<file path="config.mk">
export PLATFORM = sky130hd
export DESIGN_NAME = hid_boot_keyboard_report_differ
export DESIGN_NICKNAME = d
export VERILOG_FILES = /design/src/hbk_pkg.sv /design/src/hbk_lane.sv /design/src/hbk_diff.sv /design/src/hid_boot_keyboard_report_differ.sv
export SDC_FILE = /design/constraint.sdc
export NUM_CORES = 1
export LEC_CHECK = 0
export BUFFER_PORTS_ARGS = -buffer_cell sky130_fd_sc_hd__buf_4
export CORE_MARGIN = 2
export CORE_UTILIZATION = 30
export CTS_CLUSTER_DIAMETER = 120
export DETAILED_ROUTE_END_ITERATION = 8
export MAX_ROUTING_LAYER = met4
export PLACE_DENSITY = 0.41
export SETUP_SLACK_MARGIN = 0.2
export SKIP_LAST_GASP = 1
export SLEW_MARGIN = 20
export SYNTH_ARGS = -nofsm -noshare
export SYNTH_HDL_FRONTEND = slang
export SYNTH_HIERARCHICAL = 1
export SYNTH_SLANG_ARGS = --single-unit
</file>
<file path="constraint.sdc">
create_clock -name i_clk -period 6 [get_ports i_clk]
set_clock_uncertainty 0.15 [all_clocks]
set_input_delay 0 -clock i_clk [delete_from_list [all_inputs] [get_ports i_clk]]
set_output_delay 0 -clock i_clk [all_outputs]
set_load 0.005 [all_outputs]
</file>
<file path="src/hbk_pkg.sv">
package hbk_pkg;

    // Slot counts and result limits
    localparam int KEY_SLOTS_DEF = 6;
    localparam int IN_SLOTS      = 6;
    localparam int MAX_EVENTS    = 16;
    localparam int MOD_EVENTS    = 4;

    // Target modifier codes
    localparam logic [2:0] MOD_NONE  = 3'd0;
    localparam logic [2:0] MOD_SHIFT = 3'd3;
    localparam logic [2:0] MOD_CTRL  = 3'd4;

    // Modifier event codes
    localparam logic [15:0] CODE_CTRL  = 16'hAA00;
    localparam logic [15:0] CODE_SHIFT = 16'hAB00;
    localparam logic [15:0] CODE_HIGH  = 16'hFF00;

    // Watched modifier bits: left ctrl, right ctrl, left shift, right shift
    localparam logic [7:0] MASK_LCTRL  = 8'h01;
    localparam logic [7:0] MASK_RCTRL  = 8'h10;
    localparam logic [7:0] MASK_LSHIFT = 8'h02;
    localparam logic [7:0] MASK_RSHIFT = 8'h20;

    typedef struct packed {
        logic       transfer_ok;
        logic [7:0] modifier_bits;
        logic [7:0] key_slot_0;
        logic [7:0] key_slot_1;
        logic [7:0] key_slot_2;
        logic [7:0] key_slot_3;
        logic [7:0] key_slot_4;
        logic [7:0] key_slot_5;
    } t_report;

    typedef struct packed {
        logic [15:0] event_code;
        logic        is_release;
        logic [2:0]  modifier_code;
        logic        last_event;
    } t_event;

    // Remap usage IDs for the AZERTY layout
    function automatic logic [7:0] azerty_remap(input logic [7:0] k);
        case (k)
            8'h04:   azerty_remap = 8'h14;
            8'h10:   azerty_remap = 8'h36;
            8'h14:   azerty_remap = 8'h04;
            8'h1A:   azerty_remap = 8'h1D;
            8'h1D:   azerty_remap = 8'h1A;
            8'h33:   azerty_remap = 8'h10;
            8'h36:   azerty_remap = 8'h33;
            default: azerty_remap = k;
        endcase
    endfunction

    // Usage ID to scancode (high byte) and ASCII (low byte)
    function automatic logic [15:0] key_rom(input logic [7:0] k);
        case (k)
            8'h04: key_rom = 16'h6661;  8'h05: key_rom = 16'h4662;
            8'h06: key_rom = 16'h2663;  8'h07: key_rom = 16'h8564;
            8'h08: key_rom = 16'h6565;  8'h09: key_rom = 16'h4566;
            8'h0A: key_rom = 16'h2567;  8'h0B: key_rom = 16'h8468;
            8'h0C: key_rom = 16'h6469;  8'h0D: key_rom = 16'h446A;
            8'h0E: key_rom = 16'h246B;  8'h0F: key_rom = 16'h836C;
            8'h10: key_rom = 16'h636D;  8'h11: key_rom = 16'h436E;
            8'h12: key_rom = 16'h236F;  8'h13: key_rom = 16'h8270;
            8'h14: key_rom = 16'h6271;  8'h15: key_rom = 16'h4272;
            8'h16: key_rom = 16'h2273;  8'h17: key_rom = 16'h8174;
            8'h18: key_rom = 16'h6175;  8'h19: key_rom = 16'h4176;
            8'h1A: key_rom = 16'h2177;  8'h1B: key_rom = 16'h8078;
            8'h1C: key_rom = 16'h6079;  8'h1D: key_rom = 16'h407A;
            8'h28: key_rom = 16'h100D;  8'h29: key_rom = 16'h961B;
            8'h2A: key_rom = 16'h1508;  8'h2B: key_rom = 16'h9509;
            8'h2C: key_rom = 16'h2020;  8'h36: key_rom = 16'hA02C;
            8'h4A: key_rom = 16'hFD00;  8'h4F: key_rom = 16'h2700;
            8'h50: key_rom = 16'h0700;  8'h51: key_rom = 16'h3700;
            8'h52: key_rom = 16'h1700;  8'h54: key_rom = 16'h142F;
            8'h55: key_rom = 16'h132A;  8'h56: key_rom = 16'h122D;
            8'h57: key_rom = 16'h112B;  8'h58: key_rom = 16'h100D;
            8'h59: key_rom = 16'h7331;  8'h5A: key_rom = 16'h5332;
            8'h5B: key_rom = 16'h3333;  8'h5C: key_rom = 16'h7234;
            8'h5D: key_rom = 16'h5235;  8'h5E: key_rom = 16'h3236;
            8'h5F: key_rom = 16'h7037;  8'h60: key_rom = 16'h5138;
            8'h61: key_rom = 16'h3139;  8'h62: key_rom = 16'h5030;
            8'h63: key_rom = 16'h702E;
            default: key_rom = 16'h0000;
        endcase
    endfunction

    // Remap (AZERTY only), look up, and uppercase letters while shift is active
    function automatic logic [15:0] translate(input logic [7:0] k, input logic azerty,
                                              input logic [2:0] active);
        logic [15:0] code;
        logic [7:0]  lo;
        code = key_rom(azerty ? azerty_remap(k) : k);
        lo   = code[7:0];
        if (active == MOD_SHIFT && (lo inside {[8'h61:8'h7A]})) begin
            code = (code & CODE_HIGH) | {8'h00, lo - 8'h20};
        end
        translate = code;
    endfunction

endpackage

</file>
<file path="src/hbk_lane.sv">
module hbk_lane
    import hbk_pkg::*;
#(
    parameter int KEY_SLOTS = KEY_SLOTS_DEF
) (
    input  logic [7:0]                 i_key,
    input  logic                       i_key_ok,
    input  logic [KEY_SLOTS-1:0][7:0]  i_list,
    input  logic [KEY_SLOTS-1:0]       i_list_ok,
    output logic                       o_absent
);

    logic [KEY_SLOTS-1:0] w_hit;

    // Compare the key against every live entry of the other list
    always_comb begin
        for (int j = 0; j < KEY_SLOTS; j++) begin
            w_hit[j] = i_list_ok[j] && (i_list[j] == i_key);
        end
    end

    assign o_absent = i_key_ok && !(|w_hit);

endmodule

</file>
<file path="src/hbk_diff.sv">
module hbk_diff
    import hbk_pkg::*;
#(
    parameter int KEY_SLOTS = KEY_SLOTS_DEF,
    parameter int EV_W      = MOD_EVENTS + 2 * KEY_SLOTS
) (
    input  logic [7:0]                 i_mod,
    input  logic [7:0]                 i_prev_mod,
    input  logic [KEY_SLOTS-1:0][7:0]  i_cur,
    input  logic [KEY_SLOTS-1:0][7:0]  i_prev,
    output logic [EV_W-1:0]            o_mask
);

    logic [KEY_SLOTS-1:0] w_cur_ok;
    logic [KEY_SLOTS-1:0] w_prev_ok;
    logic [KEY_SLOTS-1:0] w_rel;
    logic [KEY_SLOTS-1:0] w_prs;
    logic [7:0]           w_chg;

    // Mark slots ahead of the first zero in each list
    always_comb begin
        w_cur_ok[0]  = (i_cur[0] != 8'h00);
        w_prev_ok[0] = (i_prev[0] != 8'h00);
        for (int i = 1; i < KEY_SLOTS; i++) begin
            w_cur_ok[i]  = w_cur_ok[i-1] && (i_cur[i] != 8'h00);
            w_prev_ok[i] = w_prev_ok[i-1] && (i_prev[i] != 8'h00);
        end
    end

    // One lane per slot and direction
    for (genvar g = 0; g < KEY_SLOTS; g++) begin : g_lane
        hbk_lane #(.KEY_SLOTS(KEY_SLOTS)) u_rel (
            .i_key     (i_prev[g]),
            .i_key_ok  (w_prev_ok[g]),
            .i_list    (i_cur),
            .i_list_ok (w_cur_ok),
            .o_absent  (w_rel[g])
        );
        hbk_lane #(.KEY_SLOTS(KEY_SLOTS)) u_prs (
            .i_key     (i_cur[g]),
            .i_key_ok  (w_cur_ok[g]),
            .i_list    (i_prev),
            .i_list_ok (w_prev_ok),
            .o_absent  (w_prs[g])
        );
    end

    // Merge modifier changes, releases and presses in emission order
    assign w_chg  = i_mod ^ i_prev_mod;
    assign o_mask = {w_prs, w_rel,
                     |(w_chg & MASK_RSHIFT), |(w_chg & MASK_LSHIFT),
                     |(w_chg & MASK_RCTRL),  |(w_chg & MASK_LCTRL)};

endmodule

</file>
<file path="src/hid_boot_keyboard_report_differ.sv">
// Boot-keyboard report differ: one report in, up to sixteen key/modifier events out.
// An accepted report queues its events; each event is registered before it is output.
// Throughput: one event per cycle while the event side does not stall; a report with N events
// (0..16) keeps the input stalled until all N have been emitted, since a single serial event
// emitter serves the whole report.
// Reset (synchronous, active low) clears key history, modifiers and layout select.
module hid_boot_keyboard_report_differ
    import hbk_pkg::*;
#(
    parameter int KEY_SLOTS = KEY_SLOTS_DEF
) (
    input  logic    i_clk,
    input  logic    i_rst_n,
    input  logic    i_in_valid,
    output logic    o_in_stall,
    input  t_report i_in_data,
    output logic    o_out_valid,
    input  logic    i_out_stall,
    output t_event  o_out_data,
    input  logic    i_cfg_valid,
    output logic    o_cfg_ready,
    input  logic    i_cfg_data
);

    localparam int EV_W   = MOD_EVENTS + 2 * KEY_SLOTS;
    localparam int IDX_W  = $clog2(EV_W);
    localparam int SLOT_W = (KEY_SLOTS > 1) ? $clog2(KEY_SLOTS) : 1;
    localparam int CNT_W  = $clog2(MAX_EVENTS);

    logic [KEY_SLOTS-1:0][7:0] r_prev, n_prev;
    logic [KEY_SLOTS-1:0][7:0] r_old;
    logic [7:0]                r_prev_mod;
    logic [MOD_EVENTS-1:0]     r_mod_now;
    logic [2:0]                r_active, n_active;
    logic [EV_W-1:0]           r_mask, n_mask;
    logic [CNT_W-1:0]          r_cnt, n_cnt;
    logic                      r_layout;
    logic                      r_out_valid, n_out_valid;
    t_event                    r_out, n_out;

    logic [KEY_SLOTS-1:0][7:0] w_cur;
    logic [IN_SLOTS-1:0][7:0]  w_slots;
    logic [EV_W-1:0]           w_mask;
    logic [EV_W-1:0]           w_rest;
    logic [IDX_W-1:0]          w_idx;
    logic [IDX_W-1:0]          w_off;
    logic [SLOT_W-1:0]         w_slot;
    logic [7:0]                w_key;
    logic                      w_mod_on;
    logic                      w_accept;
    logic                      w_take;
    logic                      w_emit;
    logic                      w_last;

    assign w_slots = {i_in_data.key_slot_5, i_in_data.key_slot_4, i_in_data.key_slot_3,
                      i_in_data.key_slot_2, i_in_data.key_slot_1, i_in_data.key_slot_0};

    // Slots past the input fields read as zero
    always_comb begin
        for (int i = 0; i < KEY_SLOTS; i++) begin
            w_cur[i] = (i < IN_SLOTS) ? w_slots[i] : 8'h00;
        end
    end

    hbk_diff #(.KEY_SLOTS(KEY_SLOTS), .EV_W(EV_W)) u_diff (
        .i_mod      (i_in_data.modifier_bits),
        .i_prev_mod (r_prev_mod),
        .i_cur      (w_cur),
        .i_prev     (r_prev),
        .o_mask     (w_mask)
    );

    assign o_in_stall  = (r_mask != '0);
    assign o_cfg_ready = 1'b1;
    assign w_accept    = i_in_valid && !o_in_stall;
    assign w_take      = w_accept && i_in_data.transfer_ok;
    assign w_emit      = (r_mask != '0) && (!r_out_valid || !i_out_stall);

    // Pick the lowest pending event
    always_comb begin
        w_idx = '0;
        for (int i = EV_W - 1; i >= 0; i--) begin
            if (r_mask[i]) begin
                w_idx = IDX_W'(i);
            end
        end
    end

    assign w_rest = r_mask & ~(EV_W'(1) << w_idx);
    assign w_last = (w_rest == '0) || (r_cnt == CNT_W'(MAX_EVENTS - 1));

    // Locate the key slot behind a release or press event
    always_comb begin
        if (w_idx < IDX_W'(MOD_EVENTS + KEY_SLOTS)) begin
            w_off = w_idx - IDX_W'(MOD_EVENTS);
        end else begin
            w_off = w_idx - IDX_W'(MOD_EVENTS + KEY_SLOTS);
        end
        w_slot = w_off[SLOT_W-1:0];
        w_key  = (w_idx < IDX_W'(MOD_EVENTS + KEY_SLOTS)) ? r_old[w_slot] : r_prev[w_slot];
    end

    // Build the next event and advance the pending set
    always_comb begin
        n_prev      = r_prev;
        n_active    = r_active;
        n_mask      = r_mask;
        n_cnt       = r_cnt;
        n_out       = r_out;
        n_out_valid = r_out_valid && i_out_stall;
        w_mod_on    = r_mod_now[w_idx[1:0]];
        if (w_take) begin
            n_prev = w_cur;
            n_mask = w_mask;
            n_cnt  = '0;
        end
        if (w_emit) begin
            n_out_valid          = 1'b1;
            n_mask               = w_last ? '0 : w_rest;
            n_cnt                = r_cnt + CNT_W'(1);
            n_out.last_event     = w_last;
            if (w_idx < IDX_W'(MOD_EVENTS)) begin
                if (w_idx < IDX_W'(2)) begin
                    n_out.event_code = CODE_CTRL;
                    n_active         = w_mod_on ? MOD_CTRL : MOD_NONE;
                end else begin
                    n_out.event_code = CODE_SHIFT;
                    n_active         = w_mod_on ? MOD_SHIFT : MOD_NONE;
                end
                n_out.is_release = !w_mod_on;
            end else begin
                n_out.event_code = translate(w_key, r_layout, r_active);
                n_out.is_release = (w_idx < IDX_W'(MOD_EVENTS + KEY_SLOTS));
            end
            n_out.modifier_code = n_active;
        end
    end

    // Hold state, output valid and layout select
    always_ff @(posedge i_clk) begin
        if (!i_rst_n) begin
            r_prev      <= '0;
            r_prev_mod  <= '0;
            r_active    <= MOD_NONE;
            r_mask      <= '0;
            r_cnt       <= '0;
            r_layout    <= 1'b0;
            r_out_valid <= 1'b0;
        end else begin
            r_prev      <= n_prev;
            r_active    <= n_active;
            r_mask      <= n_mask;
            r_cnt       <= n_cnt;
            r_out_valid <= n_out_valid;
            if (w_take) begin
                r_prev_mod <= i_in_data.modifier_bits;
            end
            if (i_cfg_valid && o_cfg_ready) begin
                r_layout <= i_cfg_data;
            end
        end
    end

    // Register the output event; snapshot the old list and watched modifier levels for the emitter
    always_ff @(posedge i_clk) begin
        r_out <= n_out;
        if (w_take) begin
            r_old     <= r_prev;
            r_mod_now <= {|(i_in_data.modifier_bits & MASK_RSHIFT),
                          |(i_in_data.modifier_bits & MASK_LSHIFT),
                          |(i_in_data.modifier_bits & MASK_RCTRL),
                          |(i_in_data.modifier_bits & MASK_LCTRL)};
        end
    end

    assign o_out_valid = r_out_valid;
    assign o_out_data  = r_out;

endmodule
</file>
==> impl_metrics.env <==
export IMPL_first_global_vias=15366
export IMPL_dieHeight_um=239.0
export IMPL_fillers=5696
export IMPL_ys_warn_count=6
export IMPL_hold_viol=0
export IMPL_die_area_um2=57120
export IMPL_slowest_stage="nor4_4"
export IMPL_max_cap_viol_count=0
export IMPL_first_iter_violations=1929
export IMPL_cts_tree="yes"
export IMPL_r2r_cells=25
export IMPL_max_freq_ghz=0.1785
export IMPL_finalSetupTns_ps=0
export IMPL_tightest_slew_ps=1135
export IMPL_critical_path_max_fanout=8
export IMPL_clock_latency_ps=480
export IMPL_clkTransAtPathRegs_ps=70
export IMPL_numCtsBuffers=17
export IMPL_critical_path_depth=25
export IMPL_detail_route_antenna_nets=0
export IMPL_nets=2107
export IMPL_worst_setup_path_type="flop to flop"
export IMPL_grt_pass1_wl_mm=106.1
export IMPL_antenna_found_initial=0
export IMPL_h_tree_depth=4
export IMPL_arrival_ps=5670
export IMPL_drc_errors=0
export IMPL_io_buffers=81
export IMPL_via_count=15827
export IMPL_timing_final_max_slew_violations=0
export IMPL_period_minus_slack_ps=5603
export IMPL_cp_endpoint="o_out_data[12]$_SDFFCE_PN0P_"
export IMPL_rows=86
export IMPL_synth_area_um2=16570
export IMPL_grt_max_degree=78
export IMPL_fin_crit_sh_pct=93.39
export IMPL_cts_sinks=150
export IMPL_rsz0062_at_grt="false"
export IMPL_cts_buffer_depth=2
export IMPL_end_kind="flop"
export IMPL_coreArea_um2=54880
export IMPL_grt_usage_pct=25.94
export IMPL_io_pins=87
export IMPL_hp_class="primary input to flop"
export IMPL_syn_inst=1890
export IMPL_routabilityCongestion=0.9276
export IMPL_clock_root_buffer="clkbuf_16"
export IMPL_timing_critical_path_buf_inv=6
export IMPL_r2r_slack_ps=400
export IMPL_routed_wl_mm=73.49
export IMPL_required_ps=6070
export IMPL_chipWidth_um=239.0
export IMPL_slew_headroom_pct=24.21
export IMPL_critPathLaunchType="flop"
export IMPL_routedWlPerCell_um=26.69
export IMPL_setup_viol=0
export IMPL_status="finished clean"
export IMPL_layout_drive_gt1_share_pct=17.86
export IMPL_max_stage_delay_ps=430
export IMPL_r2r_end="o_out_data[12]$_SDFFCE_PN0P_"
export IMPL_n_antenna_cell=0
export IMPL_cp_top_family="compound AO/OA/AOI/OAI gates"
export IMPL_synth_area_per_cell_um2=8.766
export IMPL_area_growth_pct=16.62
export IMPL_initial_utilization_pct=30.19
export IMPL_crit_top_cell="buf_4"
export IMPL_startpoint="r_mask[8]$_SDFFE_PN0P_"
export IMPL_post_dp_hpwl_mm=49.15
export IMPL_r2r_start="r_mask[8]$_SDFFE_PN0P_"
export IMPL_syn_nets=1961
export IMPL_grt_overflow_total=0
export IMPL_first_pass_iters=5
export IMPL_vias_per_cell=5.749
==> sequential cells by signal, summed over array words and instances (netlist names) <==
register / flops
r_layout: 1
r_mod_now: 4
r_old: 48
r_prev_mod: 4
r_mask: 16
o_out_valid: 1
r_prev: 48
o_out_data: 21
r_cnt: 4
r_active: 3
==> metal layers <==
layer	wire length (um)	global-route usage, %	share of wire [%]	vias up
met5	0	-	0	-
met4	2982	10.80	4.1	0
met3	4506	3.510	6.1	139
met2	33720	40.00	46	734
met1	32280	34.08	44	7886
li1	-	-	-	7068
==> cell usage in the layout, fill, tap and decap left out, types with 12 or more instances in the layout <==
master and n:
o22ai_1 13, a211oi_1 13, mux2i_1 34, clkbuf_16 17, and2_1 19, nand3_1 41
nor2_1 50, xnor2_1 72, dfxtp_1 74, dlygate4sd3_1 56, nand4_1 64, nor2b_1 13
xor2_1 508, nor4_1 115, buf_4 225, o21ai_0 27, edfxtp_1 73, nor3_1 67
o41ai_2 12, nand2_1 181, a21oi_1 43, o211ai_1 15, a21boi_0 58, a21o_1 12
==> cell type report <==
type / count / area [um2] / area share (%)
Clock buffer: 18 / 429.2 / 2.221
Clock inverter: 14 / 185.2 / 0.9584
Sequential cell: 150 / 3737 / 19.34
Multi-Input combinational cell: 1569 / 11720 / 60.65
Tap cell: 704 / 880.8 / 4.559
Timing Repair Buffer: 286 / 2323 / 12.03
Inverter: 12 / 47.55 / 0.2461
==> worst min path at each step <==
stage                     cells after the start                         end     startpoint
after floorplan                               0      r_mod_now[0]$_DFFE_PP_  i_in_data[48]
after global placement                        1      r_mod_now[3]$_DFFE_PP_  i_in_data[53]
after detailed placement                      1      r_mod_now[2]$_DFFE_PP_  i_in_data[49]
after CTS                                     5  r_prev_mod[1]$_SDFFE_PN0P_     i_in_valid
after global routing                          5  r_prev_mod[5]$_SDFFE_PN0P_     i_in_valid
final                                         5  r_prev_mod[5]$_SDFFE_PN0P_     i_in_valid
==> metrics by stage <==
stage / instances / util (%) / hold WS, ps / setup slack [ps] / area [um2]
after global placement: 2649 / 32.38 / 56.58 / 269.8 / 17770
after floorplan: 1890 / - / -51.13 / 457.5 / 16570
after global routing: 2753 / 35.21 / 122.5 / 180.6 / 19320
after CTS: 2737 / 34.53 / 75.98 / 204.5 / 18950
final: 2753 / 35.21 / 85.92 / 396.7 / 19320
after detailed placement: 2649 / 32.38 / 61.25 / 232.9 / 17770
==> timing repair <==
action / in CTS / in global routing
resized for setup: 1 / 52
hold buffers: 56 / 0
endpoints found under the hold margin: 78 / 0
pin swaps: 0 / 19
gates cloned: 0 / 1
endpoints found under the setup margin: 1 / 5
buffers inserted: 0 / 15
==> worst reg2reg max path: cells and delay by family, from the launching register on <==
family / cells / cell delay (ps)
AO/OA/AOI/OAI: 10 / 1810
AND/OR/NAND/NOR: 6 / 1300
buffers and inverters: 6 / 1130
multiplexers: 2 / 390
flip-flops: 1 / 350
adder cells (fa/ha/maj): 1 / 210
Power is left out: the tool's default activity adds up to more than one toggle a clock period on the data nets, which glitch-free logic cannot reach.
